[src/hw/rtl/qvr_sum_stage.sv]
`timescale 1ns / 1ps

module qvr_sum_stage #(
  parameter int P_W  = 32,
  parameter int SD_W = 1
) (
  input  logic                  clk,
  input  logic                  rst,
  input  logic                  in_valid,
  output logic                  in_ready,
  input  logic signed [P_W-1:0] prod [4][4],
  input  logic [SD_W-1:0]       in_side,
  output logic                  out_valid,
  input  logic                  out_ready,
  output logic signed [P_W+1:0] sum [4],
  output logic [SD_W-1:0]       out_side
);

  logic                  valid_q;
  logic signed [P_W+1:0] sum_q [4];
  logic signed [P_W+1:0] sum_next [4];
  logic [SD_W-1:0]       side_q;

  assign in_ready  = !valid_q || out_ready;
  assign out_valid = valid_q;
  assign sum       = sum_q;
  assign out_side  = side_q;

  // hamilton sign pattern over a[i] * b[j]
  always_comb begin
    logic signed [P_W+1:0] e [4][4];
    for (int i = 0; i < 4; i++) begin
      for (int j = 0; j < 4; j++) begin
        e[i][j] = (P_W+2)'(prod[i][j]);
      end
    end
    sum_next[0] = e[0][0] - e[1][1] - e[2][2] - e[3][3];
    sum_next[1] = e[0][1] + e[1][0] + e[2][3] - e[3][2];
    sum_next[2] = e[0][2] - e[1][3] + e[2][0] + e[3][1];
    sum_next[3] = e[0][3] + e[1][2] - e[2][1] + e[3][0];
  end

  always_ff @(posedge clk) begin
    if (rst) begin
      valid_q <= 1'b0;
    end else if (in_ready) begin
      valid_q <= in_valid;
    end
  end

  always_ff @(posedge clk) begin
    if (in_ready && in_valid) begin
      sum_q  <= sum_next;
      side_q <= in_side;
    end
  end

`ifndef SYNTHESIS
  a_sum_hold: assert property (@(posedge clk) disable iff (rst)
    valid_q && !out_ready |=> valid_q && $stable(sum_q[0]) && $stable(sum_q[3])
      && $stable(side_q))
    else $error("sum stage lost its word under stall");
`endif

endmodule

[config.mk]
export PLATFORM = sky130hd
export DESIGN_NAME = qvr_sum_stage
export DESIGN_NICKNAME = d
export VERILOG_FILES = /design/src/hw/rtl/qvr_sum_stage.sv
export SDC_FILE = /design/constraint.sdc
export NUM_CORES = 1
export LEC_CHECK = 0
export CELL_PAD_IN_SITES_DETAIL_PLACEMENT = 1
export CELL_PAD_IN_SITES_GLOBAL_PLACEMENT = 2
export CORE_AREA = 2 2 257 259
export CTS_BUF_LIST = sky130_fd_sc_hd__clkbuf_8 sky130_fd_sc_hd__clkbuf_16
export DETAILED_ROUTE_END_ITERATION = 6
export DIE_AREA = 0 0 259 261
export DONT_BUFFER_PORTS = 1
export GPL_TIMING_DRIVEN = 0
export HOLD_SLACK_MARGIN = 0.05
export PLACE_DENSITY = 0.67
export SETUP_SLACK_MARGIN = 0.5
export SYNTH_ARGS = -nofsm -noshare
export SYNTH_HDL_FRONTEND = slang
export SYNTH_SLANG_ARGS = --single-unit
export TNS_END_PERCENT = 10
[constraint.sdc]
create_clock -name clk -period 8.9 [get_ports clk]
set_input_delay 1.78 -clock clk [delete_from_list [all_inputs] [get_ports clk]]
set_output_delay 1.78 -clock clk [all_outputs]
set_load 0.1 [all_outputs]
## Word-level counts from Yosys, hierarchy flattened

Index checks and enable logic that the tools add are counted.

| word-level totals | value |
|---|---|
| input port bits | 517 |
| flip-flop bits (word level) | 138 |
| word-level logic and storage cells | 21 |

| operators by class | value |
|---|---|
| $add $sub $neg | 12 |
| reductions and logical operators | 3 |

Operator list:

| cell | count |
|---|---|
| $add A33 B32 Y34 | 2 |
| $add A34 B32 Y34 | 2 |
| $sub A33 B32 Y34 | 2 |
| $sub A34 B32 Y34 | 2 |
| $add A32 B32 Y33 | 2 |
| $sub A32 B32 Y33 | 2 |
| $logic_and A1 B1 Y1 | 1 |
| $logic_not A1 Y1 | 1 |
| $logic_or A1 B1 Y1 | 1 |

## Depth between registers and ports, before layout

| logic depth | value |
|---|---|
| word-level depth | 3 |
| mapped depth | 15 |
| mapped depth without buffers | 15 |

## Worst setup path before layout

Ideal clock, no wire load.

| timing path | value |
|---|---|
| path type | input to register |
| start | input out_ready |
| end | register side_q (netlist: out_side), enable pin |
| slack | 2552 ps |
| stages | 2 |
| arrival | 5837 ps |
| cells stage by stage | nand2b_1 -> and2_1 |

| on the way | value |
|---|---|
| longest elaborated chain between the ends | 2 |

RTL lines:

| item | RTL line | source |
|---|---|---|
| start: declaration | 14 | `input logic out_ready,` |
| $logic_or A1 B1 Y1 | 24 | `assign in_ready = !valid_q \|\| out_ready;` |
| $logic_and A1 B1 Y1 | 52 | `if (in_ready && in_valid) begin` |
| end signal: assignment | 54 | `side_q <= in_side;` |
| end: declaration | 22 | `logic [SD_W-1:0] side_q;` |

Every way passes these cells.
A chain may end at the register's enable or synchronous reset.

==> results.toml <==
[logic_synthesis]
synth_nets = 3015
synth_edf_count = 137
syn_avg_cell_area_um2 = 8.960
synth_top_family_by_area = "adder cells"
yosysUniqueCellTypes = 68
yosysWarnings = 0
post_synth_xor_area_fraction_pct = 5.711
synth_compound_area_share_pct = 13.65
syn-cell-area_um2 = 18860
ys_seq_area_share_pct = 21.92
dominantRegCellSynth = "edfxtp_1"
synth-seq-cells = 138
synth-simple-area-share_pct = 6.090
synth-async-reset-ratio_pct = 0
postSynthCellCount = 2105
yosys-mux-area-fraction_pct = 0
synth_fa_ha_area_share_pct = 36.42

[layout]
fillers = 7683
drive_gt1_share_pct = 2.431
area_growth_pct = 9.055
layout.cells.most_common = "inv_1"
mostFrequentLayoutCells = "inv_1, fa_1, edfxtp_1, a21oi_1, ha_1"
final_nets = 3036
stdcell_area_um2 = 20570

[clock_network]
insertion_delay_ns = 0.48
clk_pin_slew_ns = 0.07
cts.sinks = 138
hold_buffers = 0
clockBufferDepth = 2
h-tree-depth = 4
cts_resized = 0
numCtsBuffers = 17
cts_setup_buffers = 0
cts_tree = "yes"
cts_root_buf = "clkbuf_16"

[worst_setup_path]
critical_path.most_common_cell = "fa_1"
rrSetupSlack_ns = 5.76
cp_num_cells = 14
cp_num_buf_inv = 2
path_cells = "fa_1, inv_1, fa_1, inv_1, ha_1, fa_1, a21o_1, a221oi_2, a311o_1, o221ai_1, and2_1, o31ai_1, o21ai_1, xor2_1"
worstPathRequired_ns = 9.13
crit_arrival_ns = 5.73
cp-end-kind = "flip-flop"
crit_path_start_kind = "primary input"
crit_type = "in -> reg"
crit_family = "compound AO/OA/AOI/OAI gates"
slowest_delay_ns = 0.54
rr_endpoint = "sum[60]"
path_max_fanout = 4
slowest_stage = "fa_1"
timing.rr.start = "out_valid"
reg2reg_depth = 3

[sta]
final.setup.tns_ns = 0
relSlewSlack_pct = 24.67
clock_skew_ns = 0.006431
fin_crit_sh_pct = 61.79
hold_violations = 0
rsz0062_at_grt = "false"
setup_viol = 0
max_freq_mhz = 181.8
fin_crit_ns = 5.500
report.final.slew_viol_count = 0
worst_slew_pin_slew_ns = 1.130

[power_and_ir_drop]
leakage_nw = 10.57
power_density_nw_per_um2 = 332.5
irDropWorstVdd_mv = 0.1188

[min_path]
hold_path_end = "out_valid"
hold_depth = 1
hold_start = "rst"
worst_hold_path_type = "in -> reg"

[floorplan]
die_height_um = 261
die_w_um = 259
initial_core_util_pct = 29.00
core_region_area_um2 = 65040
boundaryPins = 656
num_rows = 94
dieArea_um2 = 67600

[global_route]
grt_max_degree = 61
grt_pass1_wl_mm = 85.29
grt_overflow_total = 0
gr-usage-all-layers_pct = 16.57
grt_pass1_vias = 15252
antenna_found_initial = 3

[detailed_routing]
drtPass1Iterations = 4
dr_total_vias = 13622
drc_errors = 0
ant_nets = 0
drt_iter0_drc = 382
wl_per_cell_um = 18.74
routed_via_density = 4.535
finalWirelength_mm = 56.30

[job]
cap_violations = 0

[place]
post-dp-hpwl_mm = 50.65
postPlaceCellArea_um2 = 20000
gp_congestion = 0.8662
io_buffer_count = 0

[run_status]
status = "finished, final reports clean"
-- worst reg2reg max path, stage by stage (launching register included) --
cell and delay, ns:
dfxtp_1 0.95, nand2b_1 0.88, and2_4 0.62, buf_16 0.27
-- layout make-up --
class	count	area, um2	share of cell area [%]
multi-input combinational	1164	11670	56.74
sequential	138	4134	20.10
inverter	776	2913	14.16
tap	864	1081	5.255
clock buffer	19	452.9	2.202
buffer	27	146.4	0.7117
clock inverter	13	113.9	0.5535
timing repair buffer	2	55.05	0.2676
antenna	1	2.502	0.01217
-- routing by layer --
layer,routed length (um),track usage [%],vias to the layer above
li1,-,-,6479
met4,1221,4.994,2
met3,3460,4.781,48
met1,22420,18.85,6737
met5,10,0,-
met2,29190,29.98,356
-- Yosys cell counts (10+ instances only) --
| cell type | n | area share (%) |
|---|---|---|
| xnor2_1 | 81 | 3.8 |
| edfxtp_1 | 137 | 22 |
| o21ai_1 | 48 | 1.3 |
| and3_1 | 10 | 0.33 |
| a31oi_1 | 17 | 0.56 |
| o211ai_1 | 12 | 0.48 |
| nor3_1 | 11 | 0.29 |
| fa_1 | 260 | 28 |
| nand2b_1 | 11 | 0.36 |
| clkbuf_1 | 19 | 0.38 |
| ha_1 | 133 | 8.8 |
| a211oi_1 | 15 | 0.60 |
| nor2b_1 | 11 | 0.36 |
| a21o_1 | 52 | 2.1 |
| xor2_1 | 42 | 2.0 |
| o21bai_1 | 17 | 0.68 |
| a21oi_1 | 136 | 3.6 |
| o21ai_0 | 36 | 0.96 |
| nand4_1 | 10 | 0.33 |
| o21a_1 | 14 | 0.56 |
| inv_1 | 776 | 15 |
| nor2_1 | 70 | 1.4 |
| nand2_1 | 78 | 1.6 |
| nand3_1 | 24 | 0.64 |
-- cell families after synthesis --
kind of cell             after synthesis
buffers and inverters                803
AO/OA/AOI/OAI                        401
adder cells (fa/ha/maj)              393
AND/OR/NAND/NOR                      247
flip-flops                           138
XOR/XNOR                             123
-- power breakdown --
group          internal [W]  switching (W)  leakage, nW
registers           0.00118        0.00210         1.33
clock network      0.000419       0.000306        0.295
logic               0.00116        0.00168         8.94
-- metrics by stage --
step	hold WS (ns)	setup slack (ns)	total power [W]	cells	utilization [%]
global route	1.327	3.199	0.007326	3004	31.63
floorplan	1.730	2.552	0.005287	2105	-
global placement	1.783	0.2852	0.006124	2969	30.66
detailed placement	1.835	2.880	0.006168	2971	30.75
CTS	1.314	3.433	0.006942	3003	31.62
finish	1.372	3.400	0.006839	3004	31.63
-- worst max-delay path by stage --
stage	from	end	slack, ns
2_1_floorplan	out_ready	out_side	2.55
3_3_place_gp	out_ready	sum[60]	0.29
3_5_place_dp	prod[65]	sum[63]	2.88
4_1_cts	prod[65]	sum[63]	3.43
5_1_grt	prod[65]	sum[63]	3.20
6_report	prod[65]	sum[63]	3.40
-- sequential cells by signal (all words and copies together) (netlist names) --
signal     flops
sum          136
out_side       1
out_valid      1
No activity file was read; power rests on OpenSTA's default activity.
