File: config.mk
export PLATFORM = sky130hd
export DESIGN_NAME = qvr_rnd_stage
export DESIGN_NICKNAME = d
export VERILOG_FILES = /design/src/hw/rtl/qvr_rnd_stage.sv
export SDC_FILE = /design/constraint.sdc
export NUM_CORES = 1
export LEC_CHECK = 0
export BUFFER_PORTS_ARGS = -buffer_cell sky130_fd_sc_hd__buf_2
export CELL_PAD_IN_SITES_DETAIL_PLACEMENT = 0
export CELL_PAD_IN_SITES_GLOBAL_PLACEMENT = 1
export CORE_ASPECT_RATIO = 1.1
export CORE_UTILIZATION = 37
export CTS_CLUSTER_SIZE = 40
export DETAILED_ROUTE_END_ITERATION = 7
export GPL_ROUTABILITY_DRIVEN = 0
export PLACE_DENSITY_LB_ADDON = 0.2
export SLEW_MARGIN = 15
export SYNTH_ARGS = -nofsm -noshare
export SYNTH_HDL_FRONTEND = slang
export SYNTH_SLANG_ARGS = --single-unit
File: constraint.sdc
create_clock -name clk -period 5.2 [get_ports clk]
set_clock_uncertainty 0.15 [all_clocks]
set_input_delay 0.52 -clock clk [delete_from_list [all_inputs] [get_ports clk]]
set_output_delay 0.52 -clock clk [all_outputs]
set_load 0.1 [all_outputs]
File: src/hw/rtl/qvr_rnd_stage.sv
`timescale 1ns / 1ps

module qvr_rnd_stage #(
  parameter int S_W  = 34,
  parameter int F    = 14,
  parameter int O_W  = 20,
  parameter int N_W  = 16,
  parameter int SD_W = 1
) (
  input  logic                  clk,
  input  logic                  rst,
  input  logic                  in_valid,
  output logic                  in_ready,
  input  logic signed [S_W-1:0] sum [4],
  input  logic                  narrow,
  input  logic [SD_W-1:0]       in_side,
  output logic                  out_valid,
  input  logic                  out_ready,
  output logic signed [O_W-1:0] res [4],
  output logic [SD_W-1:0]       out_side
);

  localparam int V_W = S_W + 1 - F;
  localparam int E_W = ((V_W > O_W) ? V_W : O_W) + 1;
  localparam logic [S_W:0]   RND_BIAS  = (S_W+1)'(1) << (F - 1);
  localparam logic [E_W-1:0] WIDE_HI   = {{(E_W-O_W+1){1'b0}}, {(O_W-1){1'b1}}};
  localparam logic [E_W-1:0] WIDE_LO   = {{(E_W-O_W+1){1'b1}}, {(O_W-1){1'b0}}};
  localparam logic [E_W-1:0] NARROW_HI = {{(E_W-N_W+1){1'b0}}, {(N_W-1){1'b1}}};
  localparam logic [E_W-1:0] NARROW_LO = {{(E_W-N_W+1){1'b1}}, {(N_W-1){1'b0}}};

  logic                  valid_q;
  logic signed [O_W-1:0] res_q [4];
  logic signed [O_W-1:0] res_next [4];
  logic [SD_W-1:0]       side_q;

  assign in_ready  = !valid_q || out_ready;
  assign out_valid = valid_q;
  assign res       = res_q;
  assign out_side  = side_q;

  // round half up by floor((s + half) / 2^F), then clamp
  always_comb begin
    logic [S_W:0]          ext;
    logic signed [V_W-1:0] v;
    logic signed [E_W-1:0] ve;
    logic signed [E_W-1:0] lim_hi;
    logic signed [E_W-1:0] lim_lo;
    logic signed [E_W-1:0] clamped;
    lim_hi = narrow ? $signed(NARROW_HI) : $signed(WIDE_HI);
    lim_lo = narrow ? $signed(NARROW_LO) : $signed(WIDE_LO);
    for (int i = 0; i < 4; i++) begin
      ext = {sum[i][S_W-1], sum[i]} + RND_BIAS;
      v   = $signed(ext[S_W:F]);
      ve  = E_W'(v);
      priority if (ve > lim_hi) begin
        clamped = lim_hi;
      end else if (ve < lim_lo) begin
        clamped = lim_lo;
      end else begin
        clamped = ve;
      end
      res_next[i] = clamped[O_W-1:0];
    end
  end

  always_ff @(posedge clk) begin
    if (rst) begin
      valid_q <= 1'b0;
    end else if (in_ready) begin
      valid_q <= in_valid;
    end
  end

  always_ff @(posedge clk) begin
    if (in_ready && in_valid) begin
      res_q  <= res_next;
      side_q <= in_side;
    end
  end

`ifndef SYNTHESIS
  a_rnd_hold: assert property (@(posedge clk) disable iff (rst)
    valid_q && !out_ready |=> valid_q && $stable(res_q[1]) && $stable(res_q[2])
      && $stable(side_q))
    else $error("round stage lost its word under stall");
`endif

endmodule
**After elaboration in Yosys (flattened, before gate mapping)**

Index checks and enable logic that the tools add are counted.

- Add/sub/neg operators: 4
- Magnitude comparators: 8
- Multiplexer cells: 10
- Reductions and logical operators: 3

Operators with widths:

| kind | count |
|---|---|
| 20-bit two-way mux | 8 |
| 34-bit by 15-bit adder with 35-bit output (second input constant) | 4 |
| 21-bit by 20-bit > comparator with 1-bit output | 4 |
| 21-bit by 20-bit < comparator with 1-bit output | 4 |
| 19-bit two-way mux | 2 |
| 1-bit logical AND | 1 |
| 1-bit logical NOT | 1 |
| 1-bit logical OR | 1 |

- Register bits: 82
- Bits of input ports: 142
- Output and inout port bits: 83
- Logic and storage cells: 31

**Depth between registers and ports, before layout**

- Depth in word-level cells: 4
- Mapped depth: 16

**Worst setup path after synthesis**

No wires, ideal clock.

- Path type: input -> register
- Start: input sum[123] (netlist bit)
- End: register res_q (netlist bit res[70]), data pin
- Arrival time: 3.903 ns
- Required time: 4.783 ns
- Path slack: 0.881 ns
- Stages: 14
- Path buffers: 2
- Cells stage by stage: clkbuf_1 -> nand4_1 -> or4_4 -> nor2_1 -> xor2_1 -> ha_1 -> nand4b_1 -> or4_1 -> or4_1 -> nor4_1 -> a21oi_1 -> o21ai_2 -> buf_2 -> o21ai_0

- Cells in the longest elaborated chain, start to end: 4
- Elaborated cells on any way between the ends: 5
- Classes of those cells: add/sub (1); order compare (2); mux (2)

Ends and longest elaborated chain:

| element | line | RTL |
|---|---|---|
| start, declared | 14 | `input logic signed [S_W-1:0] sum [4],` |
| 34-bit by 15-bit adder with 35-bit output * | 52 | `ext = {sum[i][S_W-1], sum[i]} + RND_BIAS;` |
| 21-bit by 20-bit < comparator with 1-bit output | 57 | `end else if (ve < lim_lo) begin` |
| 20-bit two-way mux | 57 |  |
| 20-bit two-way mux * | 55 | `priority if (ve > lim_hi) begin` |
| end signal, assigned | 76 | `res_q <= res_next;` |
| end, declared | 32 | `logic signed [O_W-1:0] res_q [4];` |

Mark *: on every way between the ends. The rest lies on a longest branch, timed or not.
A chain may end at the register's enable or synchronous reset.

**Worst setup path after layout**

- Start: input sum[123] (netlist bit)
- End: register res_q (netlist bit res[73]), data pin

Same word-level chain as after synthesis.

==> flow_metrics.tcl <==
set metrics [dict create \
    status "complete, no violations" \
    yosys_warnings 0 \
    synth_compound_area_frac 0.1745 \
    multi_input_area_mm2 0.003328 \
    period_needed_ns 4.491 \
    ctsHtreeMaxLevel 3 \
    clockBufferDepth 2 \
    via_per_inst 5.314 \
    r2r_start "out_valid$_SDFFE_PP0N_" \
    synth_cell_types 73 \
    port_buffers 172 \
    synthXorXnorAreaFrac 0.1015 \
    layout_commonest_cell "buf_2" \
    drt-initial-drc-count 286 \
    maxCapViolCount 0 \
    start_util 0.3823 \
    synth-simple-area-share 0.1983 \
    pin_count 225 \
    cts_setup_buffers 0 \
    rows 48 \
    muxShareOfSynthArea 0.001865 \
    report.final.setup_viol 0 \
    max_freq_ghz 0.2227 \
    cts_root_buffer "clkbuf_16" \
    coreArea_mm2 0.01580 \
    path_clk_slew_ns 0.06 \
    reg2reg_setup_slack_ns 3.40 \
    whs_ns 0.1886 \
    critPathRequiredTime_ns 5.09 \
    synth-edff-count 81 \
    p_per_area_mw_per_mm2 298.5 \
    final.setup.tns_ns 0 \
    min_path_cells 2 \
    worstHoldPathType "primary input to register" \
    post-place-cells 986 \
    cts_tree "yes" \
    crit_fanout 19 \
    grtUsageMet3 0.02936 \
    diodes 0 \
    grt_use_met2 0.3000 \
    cts-resized-gates 0 \
    grt_pass1_vias 4862 \
    route.detailed.drc 0 \
    final_cells 1002 \
    synth_top_family_by_area "simple AND/OR/NAND/NOR gates" \
    grt.busiest_layer "met2" \
    p_leak_nw 2.904 \
    syn_inst 628 \
    area.sequential_mm2 0.002452 \
    ctsHoldBuffers 0 \
    timing.final.crit_share 0.8636 \
    die_y_um 136.0 \
    synth_ff_type "edfxtp_1" \
    clock_sinks 82 \
    ys_seq_area_frac 0.4061 \
    synth.avg_cell_area_um2 9.615 \
    grt_max_degree 82 \
    rsz0062_at_grt "false" \
    routedWlPerCell_um 15.15 \
    r2r_end "res[43]$_SDFFCE_PN1P_" \
    max_slew_margin 0.3139 \
    postLayoutSetupSlackWorst_ns 0.7093 \
    grt_pass1_wl_um 23330 \
    max_slew.worst_pin.slew_ns 1.029 \
    routed_wl_um 15180 \
    async_flop_share 0 \
    hold_end "out_valid$_SDFFE_PP0N_" \
    crit_arrival_ns 4.38 \
    ys_ff_latch 82 \
    post-place-ws_ns 0.3466 \
    grt_usage 0.1751 \
    hp-start "rst" \
    num_vias 5325 \
    finalHoldViolations 0 \
    final_cell_mix "buf_2, edfxtp_1, o21ai_0" \
    overflow 0 \
    antenna_found_initial 0 \
    startpoint_type "primary input" \
    first_pass_iters 4 \
    synth_fp_nets 806 \
    area_growth_pct 22.46 \
    cp-end-kind "register" \
    reg2reg_depth 2 \
    crit_type "primary input to register" \
    dp_hpwl_um 11930 \
    vdd_drop_max_uv 126.2 \
    layout-drive-gt1-share 0.2830 \
    nets 975 \
    numCtsBuffers 9 \
    syn-cell-area_mm2 0.006038 \
    yosys.area_share.adder 0.07460 \
    met1_usage 0.2224 \
    fillCellCount 1561 \
    die_w_um 123.8 \
    slew_viol_final 0 \
    clock_latency_ns 0.33 \
    die_area_mm2 0.01684 \
    ant_nets 0 \
]
[registers in the layout, summed over array words and instances (netlist names)]
signal and count:
res 80, out_valid 1, out_side 1
[power by group]
part           total [mW]  switching, mW  internal, mW  leakage, nW
Sequential          0.815         0.0121         0.802        0.786
Clock               0.624          0.253         0.371        0.141
Combinational       0.769          0.608         0.161         1.98
Total                2.21          0.873          1.33         2.90
[logic make-up after synthesis]
family	count (synthesis)
xor gates and xnor gates	70
buffers and inverters	58
AOI/OAI and AO/OA	159
adders and majority gates	36
and+or+nand+nor	222
muxes	1
DFF	82
[cells in the mapped netlist, types with 3 or more instances]
cell | number | area, um^2
a2111oi_0 | 3 | 26.28
a21o_1 | 4 | 30.03
a21oi_1 | 24 | 120.1
a2bb2oi_1 | 4 | 35.03
a31oi_1 | 3 | 18.77
a32o_1 | 3 | 30.03
and2_1 | 4 | 25.02
and3_1 | 12 | 75.07
buf_2 | 3 | 15.01
clkbuf_1 | 17 | 63.81
edfxtp_1 | 81 | 2432
ha_1 | 36 | 450.4
inv_1 | 32 | 120.1
nand2_1 | 38 | 142.6
nand2b_1 | 5 | 31.28
nand3_1 | 38 | 190.2
nand3b_1 | 5 | 37.54
nand4_1 | 21 | 131.4
nor2_1 | 30 | 112.6
nor2b_1 | 7 | 43.79
nor3_1 | 21 | 105.1
nor4_1 | 13 | 81.33
o211ai_1 | 5 | 37.54
o21a_1 | 10 | 75.07
o21ai_0 | 56 | 280.3
o21ai_1 | 3 | 15.01
o21ai_2 | 9 | 78.83
o21bai_1 | 7 | 52.55
o31a_1 | 5 | 43.79
or2_2 | 6 | 37.54
or3_1 | 5 | 31.28
xnor2_1 | 38 | 332.8
xor2_1 | 32 | 280.3
[critical path, cell delays in order]
cell and delay (ns):
buf_2 0.16, nand4_1 0.22, or4_4 0.57, nor2_1 0.15, xor2_1 0.27, ha_1 0.32, nand4b_1 0.17, or4_1 0.39
or4_1 0.41, nor4_1 0.34, a21oi_1 0.15, o21ai_2 0.48, o21ai_0 0.22
[layer usage]
metal / part of all wire / up-vias
li1: - / 2676
met1: 0.46 / 2501
met2: 0.48 / 130
met3: 0.045 / 18
met4: 0.015 / 0
met5: 0 / -
[worst max path at each step]
| stage | from | endpoint | slack (ns) | depth (start not counted) |
|---|---|---|---|---|
| finish | sum[123] | res[73]$_SDFFCE_PN1P_ | 0.71 | 13 |
| global placement | sum[123] | res[73]$_SDFFCE_PN1P_ | 0.51 | 13 |
| global route | sum[123] | res[62]$_SDFFCE_PN1P_ | 0.43 | 13 |
| detailed placement | sum[123] | res[62]$_SDFFCE_PN1P_ | 0.35 | 13 |
| CTS | sum[123] | res[62]$_SDFFCE_PN1P_ | 0.70 | 13 |
| floorplan | sum[123] | res[70]$_SDFFCE_PN1P_ | 0.88 | 14 |
[through the flow]
step           utilization  cell area [um^2]  total power, mW
2_1_floorplan            -              6038            1.437
3_3_place_gp        0.4496              7102            1.591
3_5_place_dp        0.4496              7102            1.601
4_1_cts             0.4682              7395            2.232
5_1_grt             0.4682              7395            2.293
6_report            0.4682              7395            2.208
[area by class of cell]
class / instances / area share
multi-input combinational: 488 / 0.4501
sequential: 82 / 0.3316
timing repair buffer: 184 / 0.1286
tap: 200 / 0.03384
clock buffer: 9 / 0.03046
inverter: 32 / 0.01624
clock inverter: 7 / 0.009137
Note: power is estimated with default switching activity, not from simulation.
